--- src/hdl/msr_pkg.sv ---
// Shared types and constants for the motor speed step regulator.
// Holds command codes, register indexes, reset values and the configuration struct.
// No dependencies.
package msr_pkg;

    localparam int CMD_W     = 3;
    localparam int SAMPLE_W  = 10;
    localparam int DRIVE_W   = 8;
    localparam int COUNT_W   = 16;
    localparam int TIME_W    = 32;
    localparam int CFG_IDX_W = 3;
    localparam int CFG_DAT_W = 16;

    localparam logic [CMD_W-1:0] CMD_SAMPLE = 3'd0;
    localparam logic [CMD_W-1:0] CMD_TICK   = 3'd1;
    localparam logic [CMD_W-1:0] CMD_ADJUST = 3'd2;
    localparam logic [CMD_W-1:0] CMD_PULSE  = 3'd3;
    localparam logic [CMD_W-1:0] CMD_LOAD   = 3'd4;

    localparam logic [CFG_IDX_W-1:0] REG_THRESHOLD = 3'd0;
    localparam logic [CFG_IDX_W-1:0] REG_WINDOW    = 3'd1;
    localparam logic [CFG_IDX_W-1:0] REG_TARGET    = 3'd2;
    localparam logic [CFG_IDX_W-1:0] REG_STEP      = 3'd3;

    localparam logic [SAMPLE_W-1:0] THRESHOLD_RST = 10'd512;
    localparam logic [COUNT_W-1:0]  WINDOW_RST    = 16'd1000;
    localparam logic [COUNT_W-1:0]  TARGET_RST    = 16'd0;
    localparam logic [DRIVE_W-1:0]  STEP_RST      = 8'd1;

    // One bit wider than the drive so that the headroom subtraction cannot wrap.
    localparam logic [DRIVE_W:0] DRIVE_MAX = 9'd255;

    typedef struct packed {
        logic [SAMPLE_W-1:0] sensor_threshold;
        logic [COUNT_W-1:0]  window_ms;
        logic [COUNT_W-1:0]  target_rate;
        logic [DRIVE_W-1:0]  drive_step;
    } cfg_t;

endpackage

--- src/hdl/motor_speed_step_regulator_core.sv ---
// Top level of the motor speed step regulator: input register, regulator datapath
// and result register. Depends on msr_pkg, msr_cfg_regs and msr_datapath.
//
// The regulator takes one command transaction per clock cycle while the output is not
// stalled and returns exactly one result per command, passing it through the input
// register and then the result register. Between the two, all the state update
// (sample compare, tick compare and deadline add, drive step) happens in a single pass;
// the state seen by a command includes every earlier command. When the output is
// stalled the input register still takes one more transaction before the input stalls.
// Configuration writes are always ready and take effect on the next cycle; they should
// only be issued while no command is in flight.
module motor_speed_step_regulator_core
(
    input  logic                           clk,
    input  logic                           rst_n,
    input  logic                           in_valid,
    output logic                           in_stall,
    input  logic [msr_pkg::CMD_W-1:0]      command,
    input  logic [msr_pkg::SAMPLE_W-1:0]   sample_value,
    input  logic [msr_pkg::DRIVE_W-1:0]    drive_value,
    output logic                           out_valid,
    input  logic                           out_stall,
    output logic [msr_pkg::DRIVE_W-1:0]    drive_level,
    output logic [msr_pkg::COUNT_W-1:0]    measured_rate,
    output logic [msr_pkg::COUNT_W-1:0]    revolution_count,
    input  logic                           cfg_valid,
    output logic                           cfg_ready,
    input  logic [msr_pkg::CFG_IDX_W-1:0]  cfg_index,
    input  logic [msr_pkg::CFG_DAT_W-1:0]  cfg_data
);

    msr_pkg::cfg_t cfg;

    logic                         in_valid_reg;
    logic                         in_valid_next;
    logic [msr_pkg::CMD_W-1:0]    command_reg;
    logic [msr_pkg::SAMPLE_W-1:0] sample_reg;
    logic [msr_pkg::DRIVE_W-1:0]  drive_value_reg;
    logic                         out_valid_reg;
    logic                         out_valid_next;
    logic [msr_pkg::DRIVE_W-1:0]  drive_level_reg;
    logic [msr_pkg::COUNT_W-1:0]  rate_out_reg;
    logic [msr_pkg::COUNT_W-1:0]  revs_out_reg;
    logic [msr_pkg::DRIVE_W-1:0]  drive_next;
    logic [msr_pkg::COUNT_W-1:0]  rate_next;
    logic [msr_pkg::COUNT_W-1:0]  revs_next;
    logic                         out_free;
    logic                         fire;
    logic                         in_take;

    assign cfg_ready = 1'b1;

    // The result register is free when empty or when its transaction leaves this cycle.
    assign out_free = !out_valid_reg || !out_stall;
    assign fire     = in_valid_reg && out_free;
    assign in_stall = in_valid_reg && !out_free;
    assign in_take  = in_valid && !in_stall;

    assign in_valid_next  = in_take || (in_valid_reg && !fire);
    assign out_valid_next = fire || (out_valid_reg && out_stall);

    msr_cfg_regs u_cfg_regs
    (
        .clk      (clk),
        .rst_n    (rst_n),
        .wr_en    (cfg_valid && cfg_ready),
        .wr_index (cfg_index),
        .wr_data  (cfg_data),
        .cfg      (cfg)
    );

    msr_datapath u_datapath
    (
        .clk          (clk),
        .rst_n        (rst_n),
        .fire         (fire),
        .command      (command_reg),
        .sample_value (sample_reg),
        .drive_value  (drive_value_reg),
        .cfg          (cfg),
        .drive_next   (drive_next),
        .rate_next    (rate_next),
        .revs_next    (revs_next)
    );

    always_ff @(posedge clk or negedge rst_n)
    begin
        if (!rst_n)
        begin
            in_valid_reg  <= 1'b0;
            out_valid_reg <= 1'b0;
        end
        else
        begin
            in_valid_reg  <= in_valid_next;
            out_valid_reg <= out_valid_next;
        end
    end

    always_ff @(posedge clk)
    begin
        if (in_take)
        begin
            command_reg     <= command;
            sample_reg      <= sample_value;
            drive_value_reg <= drive_value;
        end
        if (fire)
        begin
            drive_level_reg <= drive_next;
            rate_out_reg    <= rate_next;
            revs_out_reg    <= revs_next;
        end
    end

    assign out_valid        = out_valid_reg;
    assign drive_level      = drive_level_reg;
    assign measured_rate    = rate_out_reg;
    assign revolution_count = revs_out_reg;

    // The input only stalls when both registers hold a transaction and the output is blocked.
    a_stall_cause: assert property (@(posedge clk) disable iff (!rst_n)
        in_stall |-> (out_valid_reg && out_stall && in_valid_reg))
        else $error("input stalled while the result register could drain");

    // A processed command always produces a result in the next cycle.
    a_fire_gives_result: assert property (@(posedge clk) disable iff (!rst_n)
        fire |=> out_valid_reg)
        else $error("processed command produced no result");

endmodule

--- src/hdl/msr_cfg_regs.sv ---
// Configuration register bank of the motor speed step regulator.
// Depends on msr_pkg for the register indexes, reset values and cfg_t.
module msr_cfg_regs
(
    input  logic                           clk,
    input  logic                           rst_n,
    input  logic                           wr_en,
    input  logic [msr_pkg::CFG_IDX_W-1:0]  wr_index,
    input  logic [msr_pkg::CFG_DAT_W-1:0]  wr_data,
    output msr_pkg::cfg_t                  cfg
);

    msr_pkg::cfg_t cfg_reg;
    msr_pkg::cfg_t cfg_next;

    always_comb
    begin
        cfg_next = cfg_reg;
        if (wr_en)
        begin
            unique case (wr_index)
                msr_pkg::REG_THRESHOLD:
                    cfg_next.sensor_threshold = wr_data[msr_pkg::SAMPLE_W-1:0];
                msr_pkg::REG_WINDOW:
                    cfg_next.window_ms = wr_data[msr_pkg::COUNT_W-1:0];
                msr_pkg::REG_TARGET:
                    cfg_next.target_rate = wr_data[msr_pkg::COUNT_W-1:0];
                msr_pkg::REG_STEP:
                    cfg_next.drive_step = wr_data[msr_pkg::DRIVE_W-1:0];
                default:
                    cfg_next = cfg_reg;
            endcase
        end
    end

    always_ff @(posedge clk or negedge rst_n)
    begin
        if (!rst_n)
        begin
            cfg_reg.sensor_threshold <= msr_pkg::THRESHOLD_RST;
            cfg_reg.window_ms        <= msr_pkg::WINDOW_RST;
            cfg_reg.target_rate      <= msr_pkg::TARGET_RST;
            cfg_reg.drive_step       <= msr_pkg::STEP_RST;
        end
        else
        begin
            cfg_reg <= cfg_next;
        end
    end

    assign cfg = cfg_reg;

endmodule

--- src/hdl/msr_datapath.sv ---
// Regulator state and the single-pass update for one command.
// Depends on msr_pkg for command codes, widths and cfg_t.
module msr_datapath
(
    input  logic                          clk,
    input  logic                          rst_n,
    input  logic                          fire,
    input  logic [msr_pkg::CMD_W-1:0]     command,
    input  logic [msr_pkg::SAMPLE_W-1:0]  sample_value,
    input  logic [msr_pkg::DRIVE_W-1:0]   drive_value,
    input  msr_pkg::cfg_t                 cfg,
    output logic [msr_pkg::DRIVE_W-1:0]   drive_next,
    output logic [msr_pkg::COUNT_W-1:0]   rate_next,
    output logic [msr_pkg::COUNT_W-1:0]   revs_next
);

    logic [msr_pkg::DRIVE_W-1:0] drive_reg;
    logic                        mark_reg;
    logic                        mark_next;
    logic [msr_pkg::COUNT_W-1:0] revs_reg;
    logic [msr_pkg::COUNT_W-1:0] revs_win_reg;
    logic [msr_pkg::COUNT_W-1:0] revs_win_next;
    logic [msr_pkg::COUNT_W-1:0] rate_reg;
    logic [msr_pkg::TIME_W-1:0]  time_reg;
    logic [msr_pkg::TIME_W-1:0]  time_next;
    logic [msr_pkg::TIME_W-1:0]  deadline_reg;
    logic [msr_pkg::TIME_W-1:0]  deadline_next;
    logic [msr_pkg::TIME_W-1:0]  time_inc;
    logic [msr_pkg::DRIVE_W:0]   headroom;

    assign time_inc = time_reg + 32'd1;
    assign headroom = msr_pkg::DRIVE_MAX - {1'b0, cfg.drive_step};

    always_comb
    begin
        drive_next    = drive_reg;
        mark_next     = mark_reg;
        revs_next     = revs_reg;
        revs_win_next = revs_win_reg;
        rate_next     = rate_reg;
        time_next     = time_reg;
        deadline_next = deadline_reg;
        if (fire)
        begin
            unique case (command)
                msr_pkg::CMD_SAMPLE:
                begin
                    // Only the rising edge of the mark counts a revolution.
                    if (sample_value > cfg.sensor_threshold)
                    begin
                        if (!mark_reg)
                        begin
                            revs_next = revs_reg + 16'd1;
                        end
                        mark_next = 1'b1;
                    end
                    else
                    begin
                        mark_next = 1'b0;
                    end
                end
                msr_pkg::CMD_TICK:
                begin
                    time_next = time_inc;
                    if (time_inc > deadline_reg)
                    begin
                        deadline_next = time_inc + {16'd0, cfg.window_ms};
                        rate_next     = revs_reg - revs_win_reg;
                        revs_win_next = revs_reg;
                    end
                end
                msr_pkg::CMD_ADJUST:
                begin
                    if (rate_reg < cfg.target_rate)
                    begin
                        if ({1'b0, drive_reg} < headroom)
                        begin
                            drive_next = drive_reg + cfg.drive_step;
                        end
                    end
                    else if (rate_reg > cfg.target_rate)
                    begin
                        if (drive_reg >= cfg.drive_step)
                        begin
                            drive_next = drive_reg - cfg.drive_step;
                        end
                        else
                        begin
                            drive_next = '0;
                        end
                    end
                end
                msr_pkg::CMD_PULSE:
                begin
                    revs_next = revs_reg + 16'd1;
                end
                msr_pkg::CMD_LOAD:
                begin
                    drive_next = drive_value;
                end
                default:
                begin
                    drive_next = drive_reg;
                end
            endcase
        end
    end

    always_ff @(posedge clk or negedge rst_n)
    begin
        if (!rst_n)
        begin
            drive_reg    <= '0;
            mark_reg     <= 1'b0;
            revs_reg     <= '0;
            revs_win_reg <= '0;
            rate_reg     <= '0;
            time_reg     <= '0;
            deadline_reg <= '0;
        end
        else
        begin
            drive_reg    <= drive_next;
            mark_reg     <= mark_next;
            revs_reg     <= revs_next;
            revs_win_reg <= revs_win_next;
            rate_reg     <= rate_next;
            time_reg     <= time_next;
            deadline_reg <= deadline_next;
        end
    end

    // The measured rate only moves when a tick transaction is processed.
    a_rate_only_on_tick: assert property (@(posedge clk) disable iff (!rst_n)
        !(fire && command == msr_pkg::CMD_TICK) |=> $stable(rate_reg))
        else $error("measured rate changed without a tick");

    // At most one revolution is counted per processed transaction.
    a_revs_single_step: assert property (@(posedge clk) disable iff (!rst_n)
        1'b1 |=> (revs_reg == $past(revs_reg)) || (revs_reg == $past(revs_reg) + 16'd1))
        else $error("revolution count jumped by more than one");

    // The deadline is only ever moved on a millisecond tick, together with the time.
    a_deadline_with_time: assert property (@(posedge clk) disable iff (!rst_n)
        !$stable(deadline_reg) |-> (time_reg == $past(time_reg) + 32'd1))
        else $error("deadline moved without the time advancing");

endmodule

--- config.mk ---
export PLATFORM = sky130hd
export DESIGN_NAME = motor_speed_step_regulator_core
export DESIGN_NICKNAME = d
export VERILOG_FILES = /design/src/hdl/msr_pkg.sv /design/src/hdl/motor_speed_step_regulator_core.sv /design/src/hdl/msr_cfg_regs.sv /design/src/hdl/msr_datapath.sv
export SDC_FILE = /design/constraint.sdc
export NUM_CORES = 1
export LEC_CHECK = 0
export BUFFER_PORTS_ARGS = -buffer_cell sky130_fd_sc_hd__buf_2
export CAP_MARGIN = 20
export CORE_UTILIZATION = 25
export CTS_CLUSTER_SIZE = 30
export DETAILED_ROUTE_END_ITERATION = 6
export PLACE_DENSITY = 0.44
export SYNTH_ARGS = -nofsm -noshare
export SYNTH_HDL_FRONTEND = slang
export SYNTH_SLANG_ARGS = --single-unit
--- constraint.sdc ---
create_clock -name clk -period 5.3 [get_ports clk]
set_input_delay 0.53 -clock clk [delete_from_list [all_inputs] [get_ports clk]]
set_output_delay 0.53 -clock clk [all_outputs]
set_load 0.02 [all_outputs]
# --- Yosys cells after proc, flatten, opt, wreduce, memory -nomap -nowiden ---
# Index checks and enable logic that the tools add are counted.
word_totals:
  inputBits: 45
  out_inout_bits: 43
  register_bits: 234
op_classes:
  order_cmp: 6
  n_mux: 14
  addsub: 7
  n_reduce_logical: 22
  eq_ne: 7
ops:
  columns: ["cell", "n"]
  rows:
  - ["two-way mux 16 bit", 6]
  - ["two-way mux 8 bit", 5]
  - ["adder 32 x 1 -> 32 bit (second input constant)", 1]
  - ["adder 32 x 16 -> 32 bit", 1]
  - ["greater-than comparator 32 bit", 1]
  - ["case mux 16 bit (2 select lines)", 1]
  - ["adder 16 x 1 -> 16 bit (second input constant)", 1]
  - ["greater-than comparator 16 bit", 1]
  - ["< comparator 16 bit", 1]
  - ["case mux 8 bit (2 select lines)", 1]
  - ["subtractor 16 bit", 1]
  - ["equality test 3 x 2 -> 1 bit (second input constant)", 4]
  - ["AND reduction 2 bit", 6]
  - ["greater-than comparator 10 bit", 1]
  - ["< comparator 8 x 9 -> 1 bit", 1]
  - ["subtractor 8 x 8 -> 9 bit (first input constant)", 1]
  - ["adder 8 bit", 1]
  - ["greater-or-equal comparator 8 bit", 1]
  - ["subtractor 8 bit", 1]
  - ["equality test 3 x 1 -> 1 bit (second input constant)", 2]
  - ["zero test 3 bit", 2]
  - ["logical AND 1 bit", 5]
  - ["zero test 1 bit", 5]
  - ["equality test 3 bit (second input constant)", 1]
  - ["other kinds (3)", 5]

# --- Depth between registers and ports, before layout ---
# Gate-level depths: netlist (run 1).
logic_depth:
  ltp_word: 7
  mapped_depth: 19
  depth_no_buf: 16

# --- Cells and area by module ---
# From an unflattened synthesis (run 1), not the netlist that was laid out.
hier_totals:
  hier_cells: 1284
  area_unflattened_um2: 13631.8
by_module_without_submodules:
  columns: ["module", "instances", "seq_area_each_um2", "area_each_um2", "cells_each"]
  rows:
  - ["msr_datapath", 1, 3027.9, 9678.0, 1104]
  - ["msr_cfg_regs", 1, 1261.2, 2018.2, 109]
  - ["motor_speed_step_regulator_core", 1, 1881.8, 1935.6, 71]

# --- Worst setup path before layout (run 1) ---
# OpenSTA, ideal clock, no wires.
synth_path:
  kind: "register -> register"
  startpoint: "register u_datapath.time_reg[0] (netlist bit)"
  endpoint: "register rate_out_reg (netlist bit measured_rate[12]) (data pin)"
  path_stages_with_launch: 19
  arrival_time_ns: 3.643
  slack_ns: 1.394
  setup_time_ns: 0.263
  synth_period_minus_slack_ns: 3.906
  path_cell_list: "dfrtp_1 > ha_1 > and3_1 > buf_6 > and3_4 > buf_6 > and3_2 > nand3_1 > nor2_1 > xor2_1 > ha_1 > and3_1 > nand4_1 > a211o_1 > a31oi_1 > o311a_1 > clkbuf_8 > buf_2 > mux2_2"
synth_via:
  elab_chain_cells: 5
synth_lines:
  columns: ["item", "line_no", "text"]
  rows:
  - ["start: declaration", "msr_datapath.sv:24", "logic [msr_pkg::TIME_W-1:0] time_reg;"]
  - ["start signal: assignment", "msr_datapath.sv:128", "time_reg <= time_next;"]
  - ["adder 32 x 1 -> 32 bit", "msr_datapath.sv:31", "assign time_inc = time_reg + 32'd1;"]
  - ["via u_datapath.time_inc (one bit)", "msr_datapath.sv:28", "logic [msr_pkg::TIME_W-1:0] time_inc;"]
  - ["greater-than comparator 32 bit", "msr_datapath.sv:65", "if (time_inc > deadline_reg)"]
  - ["two-way mux 16 bit", "msr_datapath.sv:65", null]
  - ["two-way mux 16 bit", "msr_datapath.sv:45", "unique case (command)"]
  - ["two-way mux 16 bit", "msr_datapath.sv:43", "if (fire)"]
  - ["via rate_next (one bit)", "motor_speed_step_regulator_core.sv:45", "logic [msr_pkg::COUNT_W-1:0] rate_next;"]
  - ["end signal: assignment", "motor_speed_step_regulator_core.sv:111", "rate_out_reg <= rate_next;"]
  - ["end: declaration", "motor_speed_step_regulator_core.sv:42", "logic [msr_pkg::COUNT_W-1:0] rate_out_reg;"]
# The timed path passes the listed nets, and every way through them passes these cells.
# A chain may end at the register's enable or synchronous reset.

# --- Worst setup path after layout (run 1) ---
layout_path:
  startpoint: "register u_datapath.time_reg[0] (netlist bit)"
  endpoint: "register u_datapath.deadline_reg[29] (netlist bit)"
layout_via:
  elab_chain_cells: 3
  word_cells_on_any_way: 4
  cone_classes: "2 x add/sub; 1 x order compare; 1 x reduce/logical"
layout_lines:
  columns: ["item", "line_no", "text"]
  rows:
  - ["adder 32 x 1 -> 32 bit *", "msr_datapath.sv:31", null]
  - ["via u_datapath.time_inc (one bit)", "msr_datapath.sv:28", null]
  - ["greater-than comparator 32 bit", "msr_datapath.sv:65", null]
  - ["AND reduction 3 bit (no source line)", null, null]
  - ["end signal: assignment", "msr_datapath.sv:129", "deadline_reg <= deadline_next;"]
  - ["end: declaration", "msr_datapath.sv:26", "logic [msr_pkg::TIME_W-1:0] deadline_reg;"]
# Mark *: on every way through the listed nets, which the timed path passes. The rest lies on a longest branch.

==> flow_summary.yaml, run 1 <==
floorplan:
  ioPinCount: 88
  die_area_um2: 55600
  rows: 85
  core_um2: 53900
  fp.dieW_um: 236
  die_h_um: 236
  start_util: 0.253
yosys:
  avgSynthCellArea_um2: 10.2
  synth_ff_type: "dfrtp_1"
  yosys-top-cells-area: "dfrtp_1 (30%), edfxtp_1 (13%), ha_1 (9.9%), xnor2_1 (5.3%), o21ai_0 (4.0%)"
  yosys_warnings: 0
  synth-seq-cells: 234
  synthSimpleGateAreaFrac: 0.142
  syn_nets: 1499
  synth_area_um2: 13700
  synth_top_area_share: 0.302
  synth_compound_area_frac: 0.127
  yosysTopAreaCell: "dfrtp_1"
  synthAdderAreaFrac: 0.105
  ys_async_sr_fraction: 0.739
  synth_cells: 1342
  synthXorXnorAreaFrac: 0.0749
  synth-edff-count: 61
  synth_top_family_by_area: "simple AND/OR/NAND/NOR gates"
  synthDistinctLibCells: 82
  seq_area_frac_synth: 0.452
  synthMuxAreaShare: 0.0504
routing:
  num_vias: 9794
  avgViaCountPerCell: 4.56
  drtIter0Drc: 494
  routedWlPerCell_um: 16.1
  drc: 0
  drtPass1Iterations: 5
  ant_nets: 0
  finalWirelength_mm: 34.5
status:
  status: "completed"
critical_path:
  rrSetupSlack_ns: 0.62
  cp.arrival_ns: 5.13
  crit_path_top_delay_cell: "o311a_4"
  critPathKind: "reg2reg"
  crit_fanout: 90
  slowest_delay_ns: 0.84
  reg2reg_depth: 16
  crit_required_ns: 5.75
  rr_startpoint: "u_datapath.time_reg[0]$_DFFE_PN0P_"
  crit_chain: "ha_1, and3_1, and3_4, and3_2, nand3_1, nor2_1, xor2_1, ha_1, and3_1, nand4_1, a211o_1, a31oi_1, o311a_4, buf_4, nor2_1, a31o_1"
  cp-start-kind: "register"
  end_kind: "register"
  reg2reg_to: "u_datapath.deadline_reg[29]$_DFFE_PN0P_"
placed_design:
  gp_congestion: 0.829
  io_buffers: 86
  placed_cell_area_um2: 14900
  dp_hpwl_mm: 25.9
  dpl_worst_slack_ns: 0.608
timing:
  setup_violations: 0
  hold_slack_ns: 0.00528
  post-route-period-util: 0.882
  worst-slew-pin-transition_ns: 1.06
  finalMaxSlewViolations: 0
  max_freq_mhz: 214
  finalHoldViolCount: 0
  grt_setup_unrepaired: "no"
  timing.final.ws_setup_ns: 0.625
  slew_headroom: 0.290
  period_minus_slack_ns: 4.68
  clock_skew_ns: 0.0147
  tns_ns: 0
global_routing:
  grt_usage: 0.125
  antenna_found_initial: 1
  grt_pass1_vias: 9801
  grt_max_degree: 91
  grt_pass1_wl_mm: 55.8
  overflow: 0
pwr:
  ir_worst_vdd_mv: 0.196
  leakagePower_nw: 7.20
  p_per_area_nw_per_um2: 370
finish:
  largest_reg_flops: 50
  drive_above_1_share: 0.160
  final_area_um2: 16000
  final_cell_mix: "dfrtp_1 (165), nand2_1 (129), inv_1 (114)"
  nets: 1586
  syn2layout_area_growth_pct: 16.9
  num-fill-cells: 5553
  final_common_cell: "dfrtp_1"
clock_network:
  cts.clk_slew.worst_paths_ns: 0.06
  htree_levels: 1
  cts_buffers: 29
  hold_buffers: 0
  cts.path.max_buffers: 3
  clk_latency_ns: 0.57
  cts_tree: "done"
  cts_root_buf: "clkbuf_16"
  clock_sinks: 234
  cts_setup_buffers: 0
  cts_resized: 0
hold_path:
  hold_class: "in2async"
flow_run:
  cap_violations: 0
-- synth_stat cells, drive strengths merged, types with 22 or more instances --
library cell and n:
edfxtp 61, nand2 130, xor2 32, inv 115, xnor2 84, nand4 32, nor2 73, dfrtp 165
nand3 37, a21oi 62, mux2 44, ha 108, nor3 22, o21ai 109, clkbuf 25
-- layer usage --
| metal | up-vias | GRT usage | part of all wire |
|---|---|---|---|
| li1 | 4897 | - | - |
| met1 | 4695 | 0.184 | 0.51 |
| met2 | 162 | 0.192 | 0.43 |
| met3 | 40 | 0.0152 | 0.029 |
| met4 | 0 | 0.0327 | 0.024 |
| met5 | - | 0 | 0 |
-- critical path, delay by kind of cell, from the launching register on --
kind | cells | cell delay (ns)
flip-flops | 1 | 0.44
adder cells (fa/ha/maj) | 2 | 0.55
AO/OA/AOI/OAI | 4 | 1.48
XOR/XNOR | 1 | 0.10
buffers and inverters | 1 | 0.37
AND/OR/NAND/NOR | 8 | 1.59
-- kinds of logic after synthesis --
family	after synthesis
AND/OR/NAND/NOR	379
AO/OA/AOI/OAI	279
flip-flops	234
buffers and inverters	159
XOR/XNOR	116
adder cells (fa/ha/maj)	112
multiplexers	62
other	1
-- per-stage QoR --
stage,std cells,util,total power [mW]
floorplan,1342,-,3.27
global placement,2093,0.276,3.68
detailed placement,2093,0.276,3.70
CTS,2147,0.296,6.00
global route,2148,0.296,6.27
finish,2149,0.296,5.91
-- layout make-up --
type | instances | area (µm²) | share of cell area
repair buffers | 99 | 541 | 0.0338
flip-flops and latches | 234 | 6170 | 0.386
multi-input cells | 949 | 6870 | 0.430
well taps | 696 | 871 | 0.0545
inverters | 116 | 435 | 0.0273
diodes | 1 | 2.50 | 0.000157
clock inverters | 19 | 334 | 0.0209
clock buffers | 35 | 748 | 0.0468
-- power by group --
part | total [mW] | switching, mW | leakage (nW) | internal, mW
combinational | 1.43 | 0.828 | 4.07 | 0.605
sequential | 2.23 | 0.163 | 2.62 | 2.06
clock | 2.25 | 0.810 | 0.510 | 1.44
-- how the worst max path moves through the flow --
stage	from	endpoint	slack, ns	cells after the start
after floorplan	u_datapath.time_reg[0]$_DFFE_PN0P_	measured_rate[12]$_DFFE_PP_	1.39	18
after global placement	u_datapath.time_reg[0]$_DFFE_PN0P_	u_datapath.deadline_reg[29]$_DFFE_PN0P_	0.71	16
after detailed placement	u_datapath.time_reg[0]$_DFFE_PN0P_	u_datapath.deadline_reg[29]$_DFFE_PN0P_	0.61	16
after CTS	u_datapath.time_reg[0]$_DFFE_PN0P_	u_datapath.deadline_reg[29]$_DFFE_PN0P_	0.60	16
after global routing	u_datapath.time_reg[0]$_DFFE_PN0P_	u_datapath.deadline_reg[29]$_DFFE_PN0P_	0.28	16
final	u_datapath.time_reg[0]$_DFFE_PN0P_	u_datapath.deadline_reg[29]$_DFFE_PN0P_	0.62	16
No activity file was read; power rests on OpenSTA's default activity.
==> inputs of run 2 (changes only) <==
Settings changed: REMOVE_ABC_BUFFERS set to 1, SETUP_SLACK_MARGIN set to 0.15.
==> flow_summary.yaml, run 2 (synthesized netlist as in run 1, its figures left out) <==
pwr:
  leakagePower_nw: 7.18
  ir_worst_vdd_mv: 0.229
  power_mw: 5.64
  p_per_area_nw_per_um2: 355
timing:
  grt_setup_unrepaired: "no"
  slew_headroom: 0.300
  finalMaxSlewViolations: 0
  max_freq_mhz: 224
  finalHoldViolCount: 0
  period_minus_slack_ns: 4.47
  post-route-period-util: 0.843
  hold_slack_ns: 0.152
  clock_skew_ns: 0.0185
  setup_violations: 0
  tns_ns: 0
  worst-slew-pin-transition_ns: 1.05
finish:
  nets: 1590
  final_cell_mix: "dfrtp_1 (165), nand2_1 (129), inv_1 (114)"
  drive_above_1_share: 0.161
  final_common_cell: "dfrtp_1"
  largest_reg_flops: 50
  syn2layout_area_growth_pct: 16.2
  n_antenna_cell: 0
  fin_cells: 2150
placed_design:
  dp.cells: 2099
  gp_congestion: 0.838
  io_buffers: 86
  dp_hpwl_mm: 25.2
critical_path:
  crit_fanout: 34
  rrSetupSlack_ns: 0.83
  cp.arrival_ns: 4.76
  cp-start-kind: "register"
  crit_path_end: "measured_rate[2]$_DFFE_PP_"
  startpoint: "u_datapath.time_reg[0]$_DFFE_PN0P_"
  reg2reg_to: "measured_rate[2]$_DFFE_PP_"
  rr_startpoint: "u_datapath.time_reg[0]$_DFFE_PN0P_"
  critPathKind: "reg2reg"
  reg2reg_depth: 15
  end_kind: "register"
  crit_required_ns: 5.59
flow_run:
  cap_violations: 0
routing:
  drtPass1Iterations: 5
  drtIter0Drc: 509
  routedWlPerCell_um: 15.8
  avgViaCountPerCell: 4.57
  num_vias: 9823
  finalWirelength_mm: 34.0
  drc: 0
  ant_nets: 0
clock_network:
  cts.path.max_buffers: 3
  cts_root_buf: "clkbuf_16"
  cts_setup_buffers: 0
  clk_latency_ns: 0.56
  cts_buffers: 27
  cts_tree: "done"
  clock_sinks: 234
  cts.clk_slew.worst_paths_ns: 0.06
  htree_levels: 1
global_routing:
  antenna_found_initial: 1
  grt_usage: 0.123
  grt_pass1_vias: 9907
  grt_max_degree: 66
  grt_pass1_wl_mm: 54.8
  overflow: 0
hold_path:
  min_from: "sample_value[4]"
  hold_class: "in2reg"
status:
  status: "completed"
floorplan:
  die_h_um: 236
  core_um2: 53900
  ioPinCount: 88
  start_util: 0.253
  die_area_um2: 55600
  fp.dieW_um: 236
  rows: 85
run 2: cell count changes in the layout (fill, tap and decap cells not counted), sizes merged:
| cell | delta |
|---|---|
| bufinv | -6 |
| buf | +5 |
| clkbuf | +4 |
| clkinvlp | -4 |
| clkinv | +2 |
| diode | -1 |
| dlygate4sd3 | +1 |
run 2: worst min-delay path by stage:
stage,end,slack [ns],depth (start not counted)
floorplan,in_valid_reg$_DFF_PN0_,0.23,0
global placement,out_valid$_DFF_PN0_,0.48,1
detailed placement,u_datapath.deadline_reg[13]$_DFFE_PN0P_,0.50,1
CTS,drive_value_reg[4]$_DFFE_PP_,0.12,1
global route,drive_value_reg[4]$_DFFE_PP_,0.12,1
finish,sample_reg[4]$_DFFE_PP_,0.15,1
run 2: through the flow:
stage | setup slack, ns | util | area [µm²]
floorplan | -0.0337 | - | 13400
global placement | 0.910 | 0.277 | 14900
detailed placement | 0.815 | 0.277 | 14900
CTS | 0.804 | 0.295 | 15900
global route | 0.528 | 0.295 | 15900
finish | 0.834 | 0.295 | 15900
run 2: critical path, stage by stage (launching register included):
cell and delay [ns]:
dfrtp_1 0.43, ha_1 0.24, and3_1 0.28, and3_4 0.28
and3_2 0.23, nand3_1 0.21, nor2_1 0.18, xor2_1 0.11
ha_1 0.30, and3_1 0.20, nand4_1 0.16, a211o_1 0.29
a31oi_1 0.25, o311a_4 0.40, buf_12 0.24, mux2_2 0.36
run 2: repair_timing:
action,4_1_cts,5_1_grt
gates resized for setup,0,0
endpoints found under the hold margin,31,0
hold buffers,1,0
run 2: final cells by class:
type,count,area [µm²]
timing repair buffer,105,597
inverter,116,435
fill,5620,38000
clock inverter,11,134
tap,696,871
clock buffer,39,803
multi-input combinational,949,6870
sequential,234,6170
run 2: metal layers:
| layer | global-route usage | share of wire |
|---|---|---|
| met5 | 0 | 0 |
| met4 | 0.0319 | 0.022 |
| met3 | 0.0213 | 0.047 |
| met2 | 0.181 | 0.41 |
| met1 | 0.184 | 0.52 |
run 2: report_power, final:
part           switching (mW)  total [mW]  internal, mW
clock                   0.778        1.97          1.20
combinational           0.826        1.43         0.606
sequential              0.169        2.23          2.06
total                    1.77        5.64          3.86
